$ cat src/design/min_cost_assignment_solver_macros.svh
// Assertion helpers used by min_cost_assignment_solver.sv
`ifndef MIN_COST_ASSIGNMENT_SOLVER_MACROS_SVH
`define MIN_COST_ASSIGNMENT_SOLVER_MACROS_SVH

// same-cycle implication
`define MCA_ASSERT_NOW(label, clk, rst_n, a, b, msg) \
  label: assert property (@(posedge clk) disable iff (!rst_n) (a) |-> (b)) else $error(msg);

// next-cycle implication
`define MCA_ASSERT_NEXT(label, clk, rst_n, a, b, msg) \
  label: assert property (@(posedge clk) disable iff (!rst_n) (a) |=> (b)) else $error(msg);

`endif

$ cat src/design/mca_pkg.sv
`default_nettype none
package mca_pkg;
  localparam int MAX_DIM    = 32;
  localparam int COST_WIDTH = 16;
  localparam int IN_W       = 6;
  localparam int IDX_W      = $clog2(MAX_DIM + 1);
  localparam int CNT_W      = $clog2(MAX_DIM + 2);
  localparam int ADDR_W     = $clog2(MAX_DIM * MAX_DIM);
  localparam int POT_W      = 32;
  localparam logic signed [POT_W-1:0] SLACK_INF = POT_W'(32'h3f3f3f3f);

  typedef enum logic [3:0] {
    OP_NONE, OP_CLEAR, OP_ROW_INIT, OP_SCAN_BEGIN, OP_SCAN, OP_UPD,
    OP_NEXT, OP_AUG, OP_EMIT, OP_ERR
  } dp_op_t;

  typedef struct packed {
    dp_op_t           op;
    logic [IDX_W-1:0] col;
    logic             issue;
    logic             last;
  } dp_cmd_t;

  typedef struct packed {
    logic match_zero;
    logic prev_zero;
  } dp_stat_t;
endpackage
`default_nettype wire

$ cat src/design/mca_ctrl.sv
`default_nettype none
module mca_ctrl import mca_pkg::*; (
  input  wire logic            clk,
  input  wire logic            rst_n,
  input  wire logic            accept,
  input  wire logic            solve_req,
  input  wire logic            cfg_we,
  input  wire logic            cfg_index,
  input  wire logic [IN_W-1:0] cfg_data,
  input  wire dp_stat_t        stat,
  output dp_cmd_t              cmd,
  output logic                 busy
);
  typedef enum logic [3:0] {
    S_IDLE, S_ERR, S_CLEAR, S_ROW_INIT, S_SCAN_BEGIN, S_SCAN, S_UPD,
    S_NEXT, S_CHECK, S_AUG, S_EMIT
  } state_t;

  localparam logic CFG_ROWS = 1'b0;
  localparam logic CFG_COLS = 1'b1;

  state_t           state_r;
  logic [IN_W-1:0]  rows_cfg_r, cols_cfg_r;
  logic [IDX_W-1:0] row_i_r, n_eff, m_eff;
  logic [CNT_W-1:0] j_r;

  function automatic logic [IDX_W-1:0] eff_dim(input logic [IN_W-1:0] v);
    if (v == '0) return IDX_W'(1);
    if (int'(v) > MAX_DIM) return IDX_W'(MAX_DIM);
    return IDX_W'(v);
  endfunction

  assign n_eff = eff_dim(rows_cfg_r);
  assign m_eff = eff_dim(cols_cfg_r);

  always_comb begin
    cmd.op    = OP_NONE;
    cmd.col   = IDX_W'(j_r);
    cmd.issue = 1'b0;
    cmd.last  = (CNT_W'(m_eff) == j_r);
    unique case (state_r)
      S_ERR:        cmd.op = OP_ERR;
      S_CLEAR:      cmd.op = OP_CLEAR;
      S_ROW_INIT: begin
        cmd.op  = OP_ROW_INIT;
        cmd.col = row_i_r;
      end
      S_SCAN_BEGIN: cmd.op = OP_SCAN_BEGIN;
      S_SCAN: begin
        cmd.op    = OP_SCAN;
        cmd.issue = (j_r <= CNT_W'(m_eff));
      end
      S_UPD:        cmd.op = OP_UPD;
      S_NEXT:       cmd.op = OP_NEXT;
      S_AUG:        cmd.op = OP_AUG;
      S_EMIT:       cmd.op = OP_EMIT;
      default:      cmd.op = OP_NONE;
    endcase
  end

  always_ff @(posedge clk) begin
    if (!rst_n) begin
      state_r    <= S_IDLE;
      busy       <= 1'b0;
      rows_cfg_r <= IN_W'(32);
      cols_cfg_r <= IN_W'(32);
      row_i_r    <= '0;
      j_r        <= '0;
    end else begin
      if (cfg_we) begin
        unique case (cfg_index)
          CFG_ROWS: rows_cfg_r <= cfg_data;
          CFG_COLS: cols_cfg_r <= cfg_data;
          default: begin
          end
        endcase
      end
      unique case (state_r)
        S_IDLE: begin
          if (accept && solve_req) begin
            busy    <= 1'b1;
            state_r <= (n_eff > m_eff) ? S_ERR : S_CLEAR;
          end
        end
        S_ERR: begin
          busy    <= 1'b0;
          state_r <= S_IDLE;
        end
        S_CLEAR: begin
          row_i_r <= IDX_W'(1);
          state_r <= S_ROW_INIT;
        end
        S_ROW_INIT: state_r <= S_SCAN_BEGIN;
        S_SCAN_BEGIN: begin
          j_r     <= CNT_W'(1);
          state_r <= S_SCAN;
        end
        S_SCAN: begin
          // j runs one past m_eff with no read issued, draining the last registered read
          if (j_r == CNT_W'(m_eff) + CNT_W'(1)) begin
            j_r     <= '0;
            state_r <= S_UPD;
          end else begin
            j_r <= j_r + CNT_W'(1);
          end
        end
        S_UPD: begin
          if (j_r == CNT_W'(m_eff)) begin
            state_r <= S_NEXT;
          end else begin
            j_r <= j_r + CNT_W'(1);
          end
        end
        S_NEXT: state_r <= S_CHECK;
        S_CHECK: state_r <= stat.match_zero ? S_AUG : S_SCAN_BEGIN;
        S_AUG: begin
          if (stat.prev_zero) begin
            if (row_i_r == n_eff) begin
              j_r     <= CNT_W'(1);
              state_r <= S_EMIT;
            end else begin
              row_i_r <= row_i_r + IDX_W'(1);
              state_r <= S_ROW_INIT;
            end
          end
        end
        S_EMIT: begin
          if (j_r == CNT_W'(m_eff)) begin
            busy    <= 1'b0;
            state_r <= S_IDLE;
          end else begin
            j_r <= j_r + CNT_W'(1);
          end
        end
        default: state_r <= S_IDLE;
      endcase
    end
  end
endmodule
`default_nettype wire

$ cat config.mk
export PLATFORM = sky130hd
export DESIGN_NAME = mca_ctrl
export DESIGN_NICKNAME = d
export VERILOG_FILES = /design/src/design/min_cost_assignment_solver_macros.svh /design/src/design/mca_pkg.sv /design/src/design/mca_ctrl.sv
export SDC_FILE = /design/constraint.sdc
export NUM_CORES = 1
export LEC_CHECK = 0
export BUFFER_PORTS_ARGS = -buffer_cell sky130_fd_sc_hd__buf_2
export CAP_MARGIN = 10
export CORE_MARGIN = 4
export CORE_UTILIZATION = 45
export CTS_CLUSTER_DIAMETER = 120
export DETAILED_ROUTE_END_ITERATION = 16
export PLACE_DENSITY = 0.63
export RECOVER_POWER = 100
export SYNTH_ARGS = -nofsm -noshare
export SYNTH_HDL_FRONTEND = slang
export SYNTH_SLANG_ARGS = --single-unit
export TNS_END_PERCENT = 100
$ cat constraint.sdc
create_clock -name clk -period 2.9 [get_ports clk]
set_input_delay 0.87 -clock clk [delete_from_list [all_inputs] [get_ports clk]]
set_output_delay 0.87 -clock clk [all_outputs]
set_load 0.005 [all_outputs]
# After elaboration in Yosys (flattened, before gate mapping)
# Cells that the tools add are included.
totals:
  input_bits: 14
  out_inout_bits: 13
  ff_bits: 29
  word_cells: 87
classes:
  n_reduce_logical: 14
  eq_ne: 22
  n_addsub: 3
  n_bitwise: 1
  n_mux: 37
  magnitude_cmp: 4
op_table:
  columns: ["cell", "n"]
  rows:
  - ["$mux W6", 15]
  - ["$pmux W4 S10", 1]
  - ["$pmux W4 S9", 1]
  - ["$mux W4", 7]
  - ["$eq A6 B6 Y1", 4]
  - ["$pmux W6 S4", 1]
  - ["$add A6 B1 Y6 const B", 3]
  - ["$eq A4 B3 Y1 const B", 4]
  - ["$ne A2 B2 Y1 const B", 8]
  - ["$eq A4 B4 Y1 const B", 3]
  - ["$gt A6 B6 Y1 const B", 2]
  - ["$logic_not A6 Y1", 2]
  - ["$pmux W6 S2", 1]
  - ["$mux W1", 9]
  - ["$eq A4 B2 Y1 const B", 2]
  - ["$gt A6 B6 Y1", 1]
  - ["$le A6 B6 Y1", 1]
  - ["$reduce_and A3 Y1", 2]
  - ["$reduce_and A5 Y1", 1]
  - ["$eq A4 B1 Y1 const B", 1]
  - ["$logic_not A4 Y1", 1]
  - ["$reduce_and A2 Y1", 2]
  - ["$reduce_and A4 Y1", 1]
  - ["$reduce_bool A4 Y1", 1]
  - ["other kinds (7)", 7]

# Depth between registers and ports, before layout
logic_depth:
  word_depth: 9
  ltp_mapped: 11
  mapped_depth_nobuf: 11

# Worst setup path before layout
# OpenSTA, ideal clock, no wires.
synth_path:
  path_type: "register -> register"
  from: "reg cols_cfg_r[1]"
  to: "reg j_r[3]"
  t_required_ps: 2783
  setup_ps: 117
  path_slack_ps: 352
  arrival_time_ps: 2432
  period_less_slack_ps: 2548
  stages_incl_launch_ff: 11
  path_buffers: 0
  path_cell_list: "dfxtp_1 -> nor4_1 -> nor2_1 -> nor2_1 -> ha_1 -> nand3b_1 -> or4b_1 -> a211o_1 -> o211ai_2 -> o21ai_0 -> a22o_1"
synth_between:
  elab_chain_len: 9
  elab_cells_between_ends: 15
  classes_between: "add/sub (1); order compare (1); eq/ne (3); mux (8); reduce/logical (2)"
synth_lines:
  columns: ["element", "line_no", "text"]
  rows:
  - ["from (decl)", "mca_ctrl.sv:23", "logic [IN_W-1:0] rows_cfg_r, cols_cfg_r;"]
  - ["from (signal assigned)", "mca_ctrl.sv:73", "CFG_COLS: cols_cfg_r <= cfg_data;"]
  - ["$gt A6 B6 Y1", "mca_ctrl.sv:29", "if (int'(v) > MAX_DIM) return IDX_W'(MAX_DIM);"]
  - ["$mux W1 (2 in series)", "mca_ctrl.sv:29", null]
  - ["$mux W6", "mca_ctrl.sv:30", "return IDX_W'(v);"]
  - ["$mux W6 (*)", "mca_ctrl.sv:29", null]
  - ["$add A6 B1 Y6", "mca_ctrl.sv:100", "if (j_r == CNT_W'(m_eff) + CNT_W'(1)) begin"]
  - ["$eq A6 B6 Y1", "mca_ctrl.sv:100", null]
  - ["$mux W6", "mca_ctrl.sv:100", null]
  - ["$pmux W6 S4", "mca_ctrl.sv:78", "unique case (state_r)"]
  - ["to (signal assigned)", "mca_ctrl.sv:104", "j_r <= j_r + CNT_W'(1);"]
  - ["to (signal assigned)", "mca_ctrl.sv:111", "j_r <= j_r + CNT_W'(1);"]
  - ["to (signal assigned)", "mca_ctrl.sv:132", "j_r <= j_r + CNT_W'(1);"]
  - ["to (decl)", "mca_ctrl.sv:25", "logic [CNT_W-1:0] j_r;"]
# Every way passes the cells marked *; elsewhere a longest branch is shown, timed or not. The select of a mux whose other input is x is not followed.
# A chain may end at the register's enable or synchronous reset.

==> results.toml <==
[status]
outcome = "finished clean"

[setup_path]
cpMostUsedCell = "nor2_1"
path_delay_family = "simple AND/OR/NAND/NOR gates"
worstSetupEndpointType = "primary output"
worstPathCellList = "nor4_2 -> nor2_1 -> nor2_2 -> buf_4 -> ha_4 -> inv_2 -> a21oi_2 -> nor2_1 -> nor2_1 -> a21oi_1 -> nor2_1 -> buf_2"
criticalPathCategory = "reg -> out"
cp_slowest_stage_delay_ns = 0.36
worstPathRequired_ns = 2.03
slowest_stage = "dfxtp_4"
r2r_cells = 10
critical_path.max_fanout = 5
r2r-end = "j_r[4]$_SDFFE_PN0P_"
regToRegSetupSlack_ns = 0.15
worst-path-buf-inv = 3
start_kind = "register"
worstPathArrival_ns = 1.97
rr_startpoint = "cols_cfg_r[2]$_SDFFE_PN0P_"

[synthesis]
async_flop_share = 0
avgSynthCellArea_um2 = 7.66
synth_cells = 293
yosys_warnings = 0
synth_nets = 322
synth_top_area_frac = 0.259
synth.largest_area_cell = "dfxtp_1"
synth_flop_cell = "dfxtp_1"
ys_ff_latch = 29
synth-edff-count = 0
ys_seq_area_frac = 0.259
synth_cell_type_count = 49
syn_area_um2 = 2240
synth.area.top_cells = "dfxtp_1 (26%), ha_1 (8.4%), nand2_1 (5.7%)"

[drt]
routedWlPerCell_um = 14.9
vias_per_cell = 5.66
drcViolationCount = 0
vias = 2208
drt_iter0_drc = 164
drt-pass1-iter-count = 4
routed_wl_um = 5800
antenna_left = 0

[timing]
max_slew_margin = 0.312
slew_violations = 0
max_freq_ghz = 0.352
fin_crit_ns = 2.84
worst_pin_slew_ns = 1.03
rsz0062_at_grt = "yes"
finClkSkew_ns = 0.00524
final-hold-violation-count = 0
setup_viol = 0
fin_crit_sh = 0.980

[global_route]
grt_usage = 0.201
grt_pass1_vias = 2019
grt-ovfl-total = 0
grt_max_degree = 26
antenna_found_initial = 0
grt_pass1_wl_um = 9790

[pwr]
peakVddDrop_v = 0.000402
p_leak_nw = 1.17
power_mw = 1.59
power.density_nw_per_um2 = 606

[floorplanning]
start_util = 0.469
die_area_um2 = 6180
fp-row-count = 25
core_area_um2 = 4790
die_x_um = 78.6
die_h_um = 78.6
boundaryPins = 27

[placed_design]
dp_hpwl_um = 4440
port_buffers = 26
gp_congestion = 0.861
dpl_cell_area_um2 = 2480
dp_cells = 381

[layout]
final_common_cell = "nand2_1"
final_cells = 390
final_cell_mix = "nand2_1 (33), dfxtp_1 (26), buf_2 (24)"
diodes = 0
final_area_um2 = 2620
fin_nets = 352
syn2layout_area_growth_pct = 16.7
drive_gt1_frac = 0.195

[clock_tree]
clk_pin_slew_ns = 0.06
cts_max_level = 2
clock_latency_ns = 0.27
postCtsHoldBufs = 0
cts_max_path_buffers = 2
cts_buffers = 5
cts-root-buf = "clkbuf_8"
cts_tree = "done"
clock-sinks = 29

[hold_path]
min_path_cells = 2
hp-class = "reg -> reg"
hp-start = "cols_cfg_r[0]$_SDFFE_PN0P_"
min_to = "cols_cfg_r[0]$_SDFFE_PN0P_"

[job]
cap_violations = 0
registers in the layout, indices dropped and copies added (netlist names):
name,count
j_r,6
row_i_r,6
state_r,4
cols_cfg_r,6
busy,1
rows_cfg_r,6
area by class of cell:
| class | count | area, µm² |
|---|---|---|
| timing repair buffer | 38 | 218 |
| fill | 490 | 2170 |
| sequential | 29 | 587 |
| multi-input combinational | 238 | 1600 |
| clock buffer | 7 | 86.3 |
| tap | 67 | 83.8 |
| inverter | 11 | 41.3 |
synthesized netlist by cell type (2+ instances only):
cell,number
nand2b_1,11
nand3_1,15
clkbuf_1,13
and3_1,5
nor4_1,4
o211a_1,3
inv_1,11
mux2i_1,6
o21a_1,3
a21oi_1,11
nand3b_1,2
xnor2_1,5
o21ai_0,22
a31oi_1,3
nor2_1,22
and2b_1,3
nand2_1,34
a211o_1,2
dfxtp_1,29
o211ai_1,2
nand4_1,6
xor2_1,7
ha_1,15
mux2_2,4
nor2b_1,13
buf_1,2
a2bb2oi_1,2
a22o_1,4
nor3_1,6
o2111ai_1,2
a21boi_0,8
layer usage:
metal | GRT usage | wire length, µm
met5 | 0 | 0
met4 | 0.0559 | 70
met1 | 0.280 | 2800
met3 | 0.0573 | 318
met2 | 0.298 | 2610
worst reg2reg max path: cells and delay by family, from the launching register on:
kind / cells / cell delay [ns]
AO/OA/AOI/OAI: 4 / 1.01
AND/OR/NAND/NOR: 5 / 1.06
flip-flops: 1 / 0.36
adder cells (fa/ha/maj): 1 / 0.21
worst max path at each step:
stage | slack (ns) | cells after the start | to | start
global placement | 0.27 | 10 | j_r[5]$_SDFFE_PN0P_ | cols_cfg_r[2]$_SDFFE_PN0P_
floorplan | 0.35 | 10 | j_r[3]$_SDFFE_PN0P_ | cols_cfg_r[1]$_SDFFE_PN0P_
detailed placement | 0.18 | 10 | j_r[3]$_SDFFE_PN0P_ | cols_cfg_r[1]$_SDFFE_PN0P_
CTS | 0.04 | 8 | cmd[1] | cols_cfg_r[5]$_SDFFE_PN1P_
global route | -0.14 | 12 | cmd[1] | cols_cfg_r[2]$_SDFFE_PN0P_
finish | 0.06 | 12 | cmd[1] | cols_cfg_r[2]$_SDFFE_PN0P_
logic make-up (layout without fill, tap and decap cells):
group,after synthesis,count (layout),synth area share
simple gates,127,127,0.293
flops,29,29,0.259
fa+ha+maj,15,15,0.0837
mux,10,10,0.0468
compound gates,74,74,0.227
xor+xnor,12,12,0.0468
buf+inv,26,56,0.0435
repair_timing:
item	in CTS	in global routing
buffers inserted	0	2
pin swaps	0	10
gates resized for setup	1	13
setup endpoints to repair	1	6
cloned	0	0
through the flow:
step                setup TNS (ns)  utilization  setup slack, ns  hold WS [ns]
global route                -0.209        0.547           -0.143         0.522
global placement                 0        0.517            0.270         0.484
detailed placement               0        0.517            0.181         0.489
floorplan                        0            -            0.352         0.457
CTS                              0        0.536           0.0439         0.497
finish                           0        0.547           0.0588         0.495
power breakdown:
group	switching [mW]	internal, mW
clock	0.142	0.188
combinational	0.419	0.316
sequential	0.0769	0.445
No activity file was read; power rests on OpenSTA's default activity.
